===== config.mk =====
export PLATFORM = sky130hd
export DESIGN_NAME = first_free_slot_pool
export DESIGN_NICKNAME = d
export VERILOG_FILES = /design/src/rtl/core/fsp_pkg.sv /design/src/rtl/core/first_free_slot_pool.sv /design/src/rtl/core/fsp_ram.sv /design/src/rtl/core/fsp_ctrl.sv /design/src/rtl/core/fsp_dpath.sv
export SDC_FILE = /design/constraint.sdc
export NUM_CORES = 1
export LEC_CHECK = 0
export BUFFER_PORTS_ARGS = -buffer_cell sky130_fd_sc_hd__buf_4
export CORE_ASPECT_RATIO = 1.4
export CORE_MARGIN = 3
export CORE_UTILIZATION = 25
export DETAILED_ROUTE_END_ITERATION = 10
export PLACE_DENSITY = 0.41
export SLEW_MARGIN = 40
export SYNTH_ARGS = -nofsm -noshare
export SYNTH_HDL_FRONTEND = slang
export SYNTH_SLANG_ARGS = --single-unit

===== constraint.sdc =====
create_clock -name clk -period 5.05 [get_ports clk]
set_input_delay 0.2525 -clock clk [delete_from_list [all_inputs] [get_ports clk]]
set_output_delay 0.2525 -clock clk [all_outputs]
set_load 0.1 [all_outputs]

===== src/rtl/core/fsp_pkg.sv =====
// ----------------------------------------------------------------------------
// fsp_pkg
// Shared types and constants for the first-free slot pool.
// ----------------------------------------------------------------------------
package fsp_pkg;

    // Field widths
    localparam int VALUE_W     = 24;
    localparam int STATUS_W    = 2;
    localparam int SLOT_IDX_W  = 4;
    localparam int OCC_W       = 5;
    localparam int SLOTS_CFG_W = 5;
    localparam int LIMIT_W     = 16;
    localparam int CFG_IDX_W   = 1;
    localparam int CFG_DATA_W  = 16;

    // Request opcodes
    localparam logic OP_PRODUCE = 1'b0;
    localparam logic OP_CONSUME = 1'b1;

    // Result status codes
    localparam logic [STATUS_W-1:0] ST_DONE  = 2'd0;
    localparam logic [STATUS_W-1:0] ST_FULL  = 2'd1;
    localparam logic [STATUS_W-1:0] ST_EMPTY = 2'd2;
    localparam logic [STATUS_W-1:0] ST_LIMIT = 2'd3;

    // Configuration register indexes
    localparam logic [CFG_IDX_W-1:0] CFG_SLOTS_IN_USE = 1'b0;
    localparam logic [CFG_IDX_W-1:0] CFG_ITEM_LIMIT   = 1'b1;

    // Configuration reset values
    localparam logic [SLOTS_CFG_W-1:0] SLOTS_IN_USE_RST = 5'd16;
    localparam logic [LIMIT_W-1:0]     ITEM_LIMIT_RST   = 16'd10000;

    typedef struct packed {
        logic               op;
        logic [VALUE_W-1:0] value;
    } in_item_t;

    typedef struct packed {
        logic [STATUS_W-1:0]   status;
        logic [SLOT_IDX_W-1:0] slot_index;
        logic [VALUE_W-1:0]    item_value;
        logic [OCC_W-1:0]      occupied;
    } out_item_t;

    // Controller -> datapath
    typedef struct packed {
        logic load;    // capture request, restart scan
        logic step;    // examine one slot
        logic commit;  // update slot state, issue RAM access
        logic emit;    // move result into the output register
    } fsp_cmd_t;

    // Datapath -> controller
    typedef struct packed {
        logic scan_done;  // all active slots examined
        logic out_free;   // output register can take a beat
    } fsp_stat_t;

endpackage


===== src/rtl/core/first_free_slot_pool.sv =====
// ----------------------------------------------------------------------------
// first_free_slot_pool
// Bounded slot pool: produce fills the lowest empty slot, consume drains the
// lowest occupied one, with full/empty/limit rejection.
// ----------------------------------------------------------------------------
// One request at a time. After a beat is taken on the input, the sequencer
// walks the valid bits of the active slots one per cycle (this single scan
// finds the target slot and counts occupancy), then commits, then loads the
// output register once that register is free; the scan over the valid bits
// of min(slots_in_use, SLOTS) slots makes a request take longer as the
// active slot count grows. A finished result waits in the output register,
// and the next input beat is taken while it waits; only a second result that
// finds the output register still full stalls. Slot values live in a RAM
// with registered read; slot valid bits, produce and consume totals live in
// flops cleared by reset, so the pool is usable right after reset.
// slots_in_use above SLOTS saturates to SLOTS; slots above the active count
// keep their contents but are neither searched nor counted. The item limit
// is checked before capacity. Config writes are taken at any time but must
// only happen with no request in flight.
// ----------------------------------------------------------------------------
module first_free_slot_pool
    import fsp_pkg::*;
#(
    parameter int SLOTS = 16
) (
    input  logic                  clk,
    input  logic                  rst_n,

    // config write port
    input  logic                  cfg_we,
    input  logic [CFG_IDX_W-1:0]  cfg_index,
    input  logic [CFG_DATA_W-1:0] cfg_data,

    // request channel
    input  logic                  in_valid,
    output logic                  in_ready,
    input  in_item_t              in_data,

    // result channel
    output logic                  out_valid,
    input  logic                  out_ready,
    output out_item_t             out_data
);

    fsp_cmd_t  cmd;
    fsp_stat_t stat;

    // sequencer: idle -> scan -> output
    fsp_ctrl u_ctrl (
        .clk      (clk),
        .rst_n    (rst_n),
        .in_valid (in_valid),
        .in_ready (in_ready),
        .stat     (stat),
        .cmd      (cmd)
    );

    // slot state, scan datapath and output register
    fsp_dpath #(
        .SLOTS (SLOTS)
    ) u_dpath (
        .clk       (clk),
        .rst_n     (rst_n),
        .cfg_we    (cfg_we),
        .cfg_index (cfg_index),
        .cfg_data  (cfg_data),
        .in_data   (in_data),
        .cmd       (cmd),
        .stat      (stat),
        .out_valid (out_valid),
        .out_ready (out_ready),
        .out_data  (out_data)
    );

    // rejected requests report no slot and no value
    a_reject_clean: assert property (@(posedge clk) disable iff (!rst_n)
        out_valid && (out_data.status != ST_DONE) |->
            (out_data.slot_index == '0) && (out_data.item_value == '0))
        else $error("rejected beat carries slot or value");

    // only one request in flight: an input beat drops ready next cycle
    a_one_in_flight: assert property (@(posedge clk) disable iff (!rst_n)
        in_valid && in_ready |=> !in_ready)
        else $error("second request taken while busy");

    // a produce rejected as full returns no value
    a_produce_no_value: assert property (@(posedge clk) disable iff (!rst_n)
        out_valid && (out_data.status == ST_FULL) |-> (out_data.item_value == '0))
        else $error("full status with nonzero value");

endmodule


===== src/rtl/core/fsp_ram.sv =====
// ----------------------------------------------------------------------------
// fsp_ram
// Generic single-write, single-read RAM with registered read data.
// ----------------------------------------------------------------------------
module fsp_ram #(
    parameter int WIDTH = 24,
    parameter int DEPTH = 16
) (
    input  logic                                     clk,
    input  logic                                     we,
    input  logic [((DEPTH > 1) ? $clog2(DEPTH) : 1)-1:0] waddr,
    input  logic [WIDTH-1:0]                         wdata,
    input  logic                                     re,
    input  logic [((DEPTH > 1) ? $clog2(DEPTH) : 1)-1:0] raddr,
    output logic [WIDTH-1:0]                         rdata
);

    logic [WIDTH-1:0] mem [DEPTH];
    logic [WIDTH-1:0] rdata_reg;

    always_ff @(posedge clk)
    begin
        if (we)
        begin
            mem[waddr] <= wdata;
        end
        if (re)
        begin
            rdata_reg <= mem[raddr];
        end
    end

    assign rdata = rdata_reg;

endmodule


===== src/rtl/core/fsp_ctrl.sv =====
// ----------------------------------------------------------------------------
// fsp_ctrl
// Sequencer: accept a request, scan the slots, commit, hand off the result.
// ----------------------------------------------------------------------------
module fsp_ctrl
    import fsp_pkg::*;
(
    input  logic      clk,
    input  logic      rst_n,
    input  logic      in_valid,
    output logic      in_ready,
    input  fsp_stat_t stat,
    output fsp_cmd_t  cmd
);

    localparam logic [1:0] S_IDLE = 2'd0;
    localparam logic [1:0] S_SCAN = 2'd1;
    localparam logic [1:0] S_OUT  = 2'd2;

    logic [1:0] state_reg;
    logic [1:0] state_next;

    always_comb
    begin
        state_next = state_reg;
        cmd        = '0;
        case (state_reg)
            S_IDLE:
            begin
                if (in_valid)
                begin
                    cmd.load   = 1'b1;
                    state_next = S_SCAN;
                end
            end
            S_SCAN:
            begin
                if (stat.scan_done)
                begin
                    cmd.commit = 1'b1;
                    state_next = S_OUT;
                end
                else
                begin
                    cmd.step = 1'b1;
                end
            end
            S_OUT:
            begin
                if (stat.out_free)
                begin
                    cmd.emit   = 1'b1;
                    state_next = S_IDLE;
                end
            end
            default:
            begin
                state_next = S_IDLE;
            end
        endcase
    end

    always_ff @(posedge clk or negedge rst_n)
    begin
        if (!rst_n)
        begin
            state_reg <= S_IDLE;
        end
        else
        begin
            state_reg <= state_next;
        end
    end

    assign in_ready = (state_reg == S_IDLE);

    // commit is a single-cycle pulse per request
    a_commit_pulse: assert property (@(posedge clk) disable iff (!rst_n)
        cmd.commit |=> !cmd.commit)
        else $error("commit held for more than one cycle");

    // load only ever follows from idle, and leads into the scan
    a_load_to_scan: assert property (@(posedge clk) disable iff (!rst_n)
        cmd.load |=> (state_reg == S_SCAN))
        else $error("load did not start a scan");

    // a result is emitted only after a commit has happened
    a_emit_after_commit: assert property (@(posedge clk) disable iff (!rst_n)
        cmd.emit |-> (state_reg == S_OUT) && !cmd.load && !cmd.step)
        else $error("emit outside the output phase");

endmodule


===== src/rtl/core/fsp_dpath.sv =====
// ----------------------------------------------------------------------------
// fsp_dpath
// Slot state, config registers, scan counter, slot RAM and output register.
// ----------------------------------------------------------------------------
module fsp_dpath
    import fsp_pkg::*;
#(
    parameter int SLOTS = 16
) (
    input  logic                   clk,
    input  logic                   rst_n,
    input  logic                   cfg_we,
    input  logic [CFG_IDX_W-1:0]   cfg_index,
    input  logic [CFG_DATA_W-1:0]  cfg_data,
    input  in_item_t               in_data,
    input  fsp_cmd_t               cmd,
    output fsp_stat_t              stat,
    output logic                   out_valid,
    input  logic                   out_ready,
    output out_item_t              out_data
);

    localparam int IDX_W = (SLOTS > 1) ? $clog2(SLOTS) : 1;
    localparam int CNT_W = $clog2(SLOTS + 1);

    // control state
    logic [SLOTS_CFG_W-1:0] cfg_slots_reg;
    logic [LIMIT_W-1:0]     cfg_limit_reg;
    logic [SLOTS-1:0]       valid_reg;
    logic [LIMIT_W-1:0]     produced_reg;
    logic [LIMIT_W-1:0]     consumed_reg;
    logic                   out_valid_reg;

    // per-request working registers
    in_item_t               req_reg;
    logic                   limit_hit_reg;
    logic [CNT_W-1:0]       idx_reg;
    logic [CNT_W-1:0]       count_reg;
    logic                   found_reg;
    logic [IDX_W-1:0]       pos_reg;
    logic [STATUS_W-1:0]    res_status_reg;
    logic [IDX_W-1:0]       res_pos_reg;
    logic [CNT_W-1:0]       res_occ_reg;
    logic                   res_take_reg;
    out_item_t              out_reg;

    logic [CNT_W-1:0]       lim;
    logic                   want;
    logic                   cur_valid;
    logic                   success;
    logic                   is_produce;
    logic [VALUE_W-1:0]     ram_rdata;

    // active slot count, saturated at SLOTS
    always_comb
    begin
        if (int'(cfg_slots_reg) > SLOTS)
        begin
            lim = CNT_W'(SLOTS);
        end
        else
        begin
            lim = CNT_W'(cfg_slots_reg);
        end
    end

    assign is_produce = (req_reg.op == OP_PRODUCE);
    assign want       = (req_reg.op == OP_CONSUME);
    assign cur_valid  = valid_reg[idx_reg[IDX_W-1:0]];
    assign success    = !limit_hit_reg && found_reg;

    assign stat.scan_done = (idx_reg >= lim);
    assign stat.out_free  = !out_valid_reg || out_ready;

    // config, slot valid bits, totals, output valid
    always_ff @(posedge clk or negedge rst_n)
    begin
        if (!rst_n)
        begin
            cfg_slots_reg <= SLOTS_IN_USE_RST;
            cfg_limit_reg <= ITEM_LIMIT_RST;
            valid_reg     <= '0;
            produced_reg  <= '0;
            consumed_reg  <= '0;
            out_valid_reg <= 1'b0;
        end
        else
        begin
            if (cfg_we)
            begin
                case (cfg_index)
                    CFG_SLOTS_IN_USE: cfg_slots_reg <= cfg_data[SLOTS_CFG_W-1:0];
                    CFG_ITEM_LIMIT:   cfg_limit_reg <= cfg_data[LIMIT_W-1:0];
                    default:          ;
                endcase
            end
            if (cmd.commit && success)
            begin
                if (is_produce)
                begin
                    valid_reg[pos_reg] <= 1'b1;
                    produced_reg       <= produced_reg + LIMIT_W'(1);
                end
                else
                begin
                    valid_reg[pos_reg] <= 1'b0;
                    consumed_reg       <= consumed_reg + LIMIT_W'(1);
                end
            end
            if (cmd.emit)
            begin
                out_valid_reg <= 1'b1;
            end
            else if (out_ready)
            begin
                out_valid_reg <= 1'b0;
            end
        end
    end

    // request capture, slot scan, result staging
    always_ff @(posedge clk)
    begin
        if (cmd.load)
        begin
            req_reg   <= in_data;
            limit_hit_reg <= (in_data.op == OP_PRODUCE) ? (produced_reg >= cfg_limit_reg)
                                                        : (consumed_reg >= cfg_limit_reg);
            idx_reg   <= '0;
            count_reg <= '0;
            found_reg <= 1'b0;
            pos_reg   <= '0;
        end
        else if (cmd.step)
        begin
            if (cur_valid)
            begin
                count_reg <= count_reg + CNT_W'(1);
            end
            if (!found_reg && (cur_valid == want))
            begin
                found_reg <= 1'b1;
                pos_reg   <= idx_reg[IDX_W-1:0];
            end
            idx_reg <= idx_reg + CNT_W'(1);
        end

        if (cmd.commit)
        begin
            res_take_reg <= success && !is_produce;
            res_pos_reg  <= success ? pos_reg : '0;
            if (limit_hit_reg)
            begin
                res_status_reg <= ST_LIMIT;
                res_occ_reg    <= count_reg;
            end
            else if (!found_reg)
            begin
                res_status_reg <= is_produce ? ST_FULL : ST_EMPTY;
                res_occ_reg    <= count_reg;
            end
            else
            begin
                res_status_reg <= ST_DONE;
                res_occ_reg    <= is_produce ? count_reg + CNT_W'(1)
                                             : count_reg - CNT_W'(1);
            end
        end

        if (cmd.emit)
        begin
            out_reg.status     <= res_status_reg;
            out_reg.slot_index <= SLOT_IDX_W'(res_pos_reg);
            out_reg.item_value <= res_take_reg ? ram_rdata : '0;
            out_reg.occupied   <= OCC_W'(res_occ_reg);
        end
    end

    fsp_ram #(
        .WIDTH (VALUE_W),
        .DEPTH (SLOTS)
    ) u_slot_ram (
        .clk   (clk),
        .we    (cmd.commit && success && is_produce),
        .waddr (pos_reg),
        .wdata (req_reg.value),
        .re    (cmd.commit && success && !is_produce),
        .raddr (pos_reg),
        .rdata (ram_rdata)
    );

    assign out_valid = out_valid_reg;
    assign out_data  = out_reg;

    // a successful produce marks its slot occupied
    a_produce_sets_valid: assert property (@(posedge clk) disable iff (!rst_n)
        cmd.commit && success && is_produce |=> valid_reg[$past(pos_reg)])
        else $error("produced slot not marked valid");

    // a successful consume frees its slot
    a_consume_clears_valid: assert property (@(posedge clk) disable iff (!rst_n)
        cmd.commit && success && !is_produce |=> !valid_reg[$past(pos_reg)])
        else $error("consumed slot still marked valid");

    // the occupancy seen at commit never exceeds the active slot count
    a_count_in_range: assert property (@(posedge clk) disable iff (!rst_n)
        cmd.commit |-> (count_reg <= lim))
        else $error("occupancy count above active slots");

endmodule

* Word level (Yosys, flattened, before mapping)
Memory sizes are Yosys's and may differ from the RTL's. A register that Yosys moved wholly into a read port is not among the register bits. Index checks and enable logic that the tools add are counted.
Storage, ports and cells: register bits 160, bits in writable memories 384, input port bits 47, output and inout bits 37, logic and storage cells 93, memories kept 1
Memories:
- u_dpath.u_slot_ram.mem | depth 16, width 24, rd ports 1, clocked after memory_dff 1, write ports 1, RTL line fsp_ram.sv:18 | logic [WIDTH-1:0] mem [DEPTH];
Operators by class: add/subtract/negate cells 5, magnitude comparators 7, eq/ne operators 6, multiplexer cells 27, bitwise operators 5, reduce and logical (&&, ||, !) cells 20
Operator list (count):
- adder 16 x 1 -> 16 bit (second input constant) | 2
- >= comparator 16 bit | 2
- 2-to-1 mux 5 bit | 4
- AND 16 bit | 1
- 2-to-1 mux 16 bit | 1
- inverter 16 bit | 1
- bitwise OR 16 bit | 1
- 2-to-1 mux 1 bit | 13
- 2-to-1 mux 2 bit | 6
- AND reduction 2 bit | 6
- adder 5 x 1 -> 5 bit (second input constant) | 2
- < comparator 4 x 5 -> 1 bit (second input constant) | 2
- logical AND 1 bit | 7
- inequality test 2 bit (second input constant) | 3
- case mux 2 bit (3 select lines) | 1
- >= comparator 5 bit | 1
- > comparator 5 bit (second input constant) | 1
- subtractor 5 x 1 -> 5 bit (second input constant) | 1
- binary-select mux 1 bit (select 4 bit) | 1
- demux 1 bit (select 4 bit) | 1
- >= comparator 4 x 1 -> 1 bit (second input constant) | 1
- logical NOT 1 bit | 3
- AND reduction 3 bit | 1
- == test 2 x 1 -> 1 bit (second input constant) | 1
- 6 further kinds | 7

* Longest topological paths before layout
word-level depth 9, gate-level depth with buffers 11, depth with buffers taken out 9

* Modules after synthesis
Synthesis repeated with hierarchy kept, for this count alone.
Second synthesis, totals: cell total of the unflattened synthesis 1193, area, all modules 22372.7 µm²
By module, submodules not included:
- fsp_ram | times used 1, cells each 636, area an instance 15170.8 µm²
- fsp_dpath | times used 1, cells each 545, area an instance 7084.3 µm²
- fsp_ctrl | times used 1, cells each 12, area an instance 117.6 µm²

* Worst setup path before layout
OpenSTA, ideal clock, no wires.
kind reg2reg, start point register u_dpath.cfg_slots_reg[4], end point memory u_dpath.u_slot_ram.mem[7][0] (enable), library setup time 0.435 ns, data arrival time 3.559 ns, required time 4.615 ns, slack 1.056 ns, cell stages (with the launch flop) 10, buffers on the path 2, period minus slack after synthesis 3.994 ns, path through dfstp_2 > nor2b_1 > ha_1 > nor2b_1 > o21ai_1 > a41o_1 > buf_2 > nand3_1 > clkbuf_1 > nor3_1
RTL lines:
- from (decl) | RTL line fsp_dpath.sv:27 | logic [SLOTS_CFG_W-1:0] cfg_slots_reg;
- from (signal assigned) | RTL line fsp_dpath.sv:92 | CFG_SLOTS_IN_USE: cfg_slots_reg <= cfg_data[SLOTS_CFG_W-1:0];
- to (decl) | RTL line fsp_ram.sv:18

* Worst setup path in the final report
start point register u_dpath.idx_reg[0], end point memory u_dpath.u_slot_ram.mem[13][23] (enable)
Between the ends: cells in the longest elaborated chain, start to end 7
RTL lines:
- from (decl) | RTL line fsp_dpath.sv:37 | logic [CNT_W-1:0] idx_reg;
- from (signal assigned) | RTL line fsp_dpath.sv:145 | idx_reg <= idx_reg + CNT_W'(1);
- >= comparator 5 bit | RTL line fsp_dpath.sv:72 | assign stat.scan_done = (idx_reg >= lim);
- 2-to-1 mux 1 bit | RTL line fsp_ctrl.sv:38 | if (stat.scan_done)
- 2-to-1 mux 2 bit | RTL line fsp_ctrl.sv:27 | case (state_reg)
- logical AND 1 bit (2 in series) | RTL line fsp_dpath.sv:184 | .we (cmd.commit && success && is_produce),
- 2-to-1 mux 1 bit | RTL line fsp_ram.sv:23 | if (we)
- 2-to-1 mux 1 bit (implied by the code) | RTL line fsp_ram.sv:25 | mem[waddr] <= wdata;
No other way between the ends.

==> out/results.txt <==
run status - finished clean
Setup Total Neg Slack - 0 ns
unrepaired setup endpoints after global routing - no
clock buffers created by TritonCTS - 66
WL final - 55.77 mm
flops & latches, synth - 568
worst-case clock buffer depth - 3
Post-synth top flop - sky130_fd_sc_hd__edfxtp_1
Most flops, register - u_dpath.u_slot_ram.mem
number of fillers in the final layout - 8599
Detailed Route Iter0 Violations - 665
Least-Margin Pin Slew - 0.7836 ns
clock transition at the registers of the reported paths - 0.06 ns
flip-flop count of the largest register, all copies and words added - 384
Overall Power - 13.18 mW
Crit path required time - 5.35 ns
total congestion overflow after global routing - 0
vertical die dimension - 360.1 um
Vias per Instance - 4.268
most frequent cell after synthesis - sky130_fd_sc_hd__edfxtp_1
highest ir drop seen on vdd - 0.2165 mV
antenna violations before repair - 1
layout cell share with drive strength beyond 1 - 28.13%
# rows - 129
Detail Route Antenna Nets - 0
length of routed wiring on met1 - 22.64 mm
number of warnings printed during yosys synthesis - 0
width of the die - 258.9 um
wire length of the first global-routing pass - 83.19 mm
number of flops mapped to enable cells by yosys - 481
Final Cycle Share - 70.63%
CTS sink count - 568
CTS tree - done
WL/cell - 21.83 um
met2 wire length - 29.70 mm
leakage component of the power - 9.229 nW
HPWL after DPL - 34.37 mm
total global-route track usage - 12.21%
gate count of the mapped netlist - 1145
area added between synthesis and finish - 22.04%
Period minus WS final - 3.567 ns
number of inserted diodes - 0
via count of the first global-routing pass - 11995
worst skew pair latency - 0.60 ns
setup violation total in the final timing report - 0
count of distinct cell types in the synthesized netlist - 49
uppermost layer routed - met4
critical path arrival - 3.86 ns
worst hold path class - input port to flip-flop
Top-Level Pins - 84
# nets final - 1415
count of max-cap constraint violations - 0
via count - 10905
buffers added on ports - 83
register-to-register setup slack - 1.48 ns
core area - 0.08861 mm^2
pin count of the biggest net entering global routing - 73
Synth Area per Inst - 19.55 um^2
most frequent cells after synthesis - sky130_fd_sc_hd__edfxtp_1 (481), sky130_fd_sc_hd__mux4_2 (120), sky130_fd_sc_hd__dfrtp_1 (66)
clock root buffer - sky130_fd_sc_hd__clkbuf_16
Setup CP Type - flip-flop to flip-flop
total die area - 0.09322 mm^2
Detail Route met3 WL - 2.191 mm
initial core utilization - 25.26%
Max Fanout on Critical Path - 15
length of the first detailed-routing pass in iterations - 5
number of DRC violations after detailed routing - 0
Post-Syn Nets - 1234
number of cells upsized or downsized after cts - 0
proportion of synthesized chip area in sequential cells - 73.95%
share of the synthesized area in the top cell type - 64.52%
Relative slew margins - 47.63%
post-CTS setup-driven buffer insertion count - 0
final count of hold timing violations - 0
H-tree levels - 3
ys async rst share - 12.68%
element type at the critical path end - flip-flop
cell type with the highest aggregate area in the netlist - sky130_fd_sc_hd__edfxtp_1
synthesized cell area - 0.02239 mm^2
Achievable Freq - 280.4 MHz
startpoint class of the critical path - flip-flop
top cells by area, synth - sky130_fd_sc_hd__edfxtp_1 (65%), sky130_fd_sc_hd__mux4_2 (12%), sky130_fd_sc_hd__dfrtp_1 (7.4%)
Final Max Tran Viols - 0
gpl congestion - 0.7218
Max Clock Skew - 0.03069 ns
power per cell area - 482.4 mW/mm^2
[cell families after synthesis]
group	after synthesis	share of synthesized area, %
multiplexers	157	14.14
AO/OA/AOI/OAI	74	2.001
XOR/XNOR	40	1.565
adder cells (fa/ha/maj)	42	2.348
buffers and inverters	79	1.582
flip-flops	568	73.95
AND/OR/NAND/NOR	185	4.421
[worst paths after layout]
| check | from | endpoint | cells past startpoint |
|---|---|---|---|
| max | u_dpath.idx_reg[0] | u_dpath.u_slot_ram.mem[13][23] | 9 |
| min in group asynchronous | rst_n | u_dpath.produced_reg[2] | 2 |
| min reg2reg | u_dpath.res_pos_reg[1] | u_dpath.out_data[30] | 0 |
| max reg2reg | u_dpath.idx_reg[0] | u_dpath.u_slot_ram.mem[13][23] | 9 |
| max in group asynchronous | rst_n | async pin | 2 |
| min | cfg_index | u_dpath.cfg_slots_reg[4] | 4 |
[where the power goes]
part	internal (mW)	switching [mW]
clock network	2.83	1.94
registers	5.57	0.355
logic	1.02	1.46
[through the flow]
step	cell area, um^2	instances	hold slack [ns]	worst slack, ns	util [%]
2_1_floorplan	22390	1145	-0.04309	1.056	-
3_3_place_gp	24560	2385	0.4031	1.273	27.72
3_5_place_dp	24730	2393	0.3313	1.419	27.91
4_1_cts	27300	2554	0.07064	1.406	30.81
5_1_grt	27320	2555	0.1344	1.251	30.83
6_report	27320	2555	0.08748	1.483	30.83
[cell usage in the layout, fill, tap and decap left out, types with 5 or more instances in the layout]
cell type                       Yosys  layout
sky130_fd_sc_hd__buf_4              0     108
sky130_fd_sc_hd__clkbuf_16          0      68
sky130_fd_sc_hd__o21ai_0           28      28
sky130_fd_sc_hd__nor3_1            18       6
sky130_fd_sc_hd__mux2i_1           12      12
sky130_fd_sc_hd__clkbuf_1          24      10
sky130_fd_sc_hd__nor2b_1            7       6
sky130_fd_sc_hd__dfxtp_1           15      11
sky130_fd_sc_hd__nand2_1           37      37
sky130_fd_sc_hd__clkinv_1           1      14
sky130_fd_sc_hd__a21o_1             7       7
sky130_fd_sc_hd__nor3_2             1      12
sky130_fd_sc_hd__xnor2_1           31      31
sky130_fd_sc_hd__clkinvlp_4         0       5
sky130_fd_sc_hd__o31ai_1           10      10
sky130_fd_sc_hd__ha_1              42      42
sky130_fd_sc_hd__nand4_1           11      11
sky130_fd_sc_hd__edfxtp_1         481     481
sky130_fd_sc_hd__mux2_2            21      21
sky130_fd_sc_hd__nor2_1            22      18
sky130_fd_sc_hd__inv_1             29      29
sky130_fd_sc_hd__mux4_2           120     120
sky130_fd_sc_hd__xor2_1             9       9
sky130_fd_sc_hd__dlygate4sd3_1      0      43
sky130_fd_sc_hd__nand2b_1          17      17
sky130_fd_sc_hd__bufinv_16          0       7
sky130_fd_sc_hd__and3_1             7       7
sky130_fd_sc_hd__a21oi_1           17      17
sky130_fd_sc_hd__and2_1            31      31
sky130_fd_sc_hd__nand3_1           22      22
sky130_fd_sc_hd__dfstp_2            6       6
sky130_fd_sc_hd__dfrtp_1           66      66
sky130_fd_sc_hd__clkinv_2           0       8
[worst max-delay path, cell delays in order, from the launching register on]
cell and delay (ns):
sky130_fd_sc_hd__dfxtp_1 0.52, sky130_fd_sc_hd__inv_1 0.13, sky130_fd_sc_hd__ha_1 0.30, sky130_fd_sc_hd__nor2b_1 0.04, sky130_fd_sc_hd__o21ai_1 0.23, sky130_fd_sc_hd__a41o_1 0.34
sky130_fd_sc_hd__buf_4 0.30, sky130_fd_sc_hd__nand3b_1 0.46, sky130_fd_sc_hd__nor3_4 0.66, sky130_fd_sc_hd__buf_4 0.30
[metal layers]
metal,track usage (%),vias up
met5,0,-
met4,3.893,0
met3,2.210,83
met2,21.97,213
met1,14.71,5685
li1,-,4924
[cell type report]
class | count | area (um^2) | share of cell area (%)
well taps | 1179 | 1475 | 5.400
repair buffers | 162 | 1448 | 5.299
clock buffers | 78 | 1739 | 6.366
clock inverters | 40 | 400.4 | 1.466
flip-flops and latches | 568 | 16560 | 60.63
inverters | 30 | 112.6 | 0.4122
multi-input cells | 498 | 5582 | 20.43
[repair_timing]
| item | in CTS | in global routing |
|---|---|---|
| endpoints found under the setup margin | 0 | 0 |
| endpoints found under the hold margin | 114 | 0 |
| hold buffers | 43 | 0 |
Note: power is estimated with default switching activity, not from simulation.
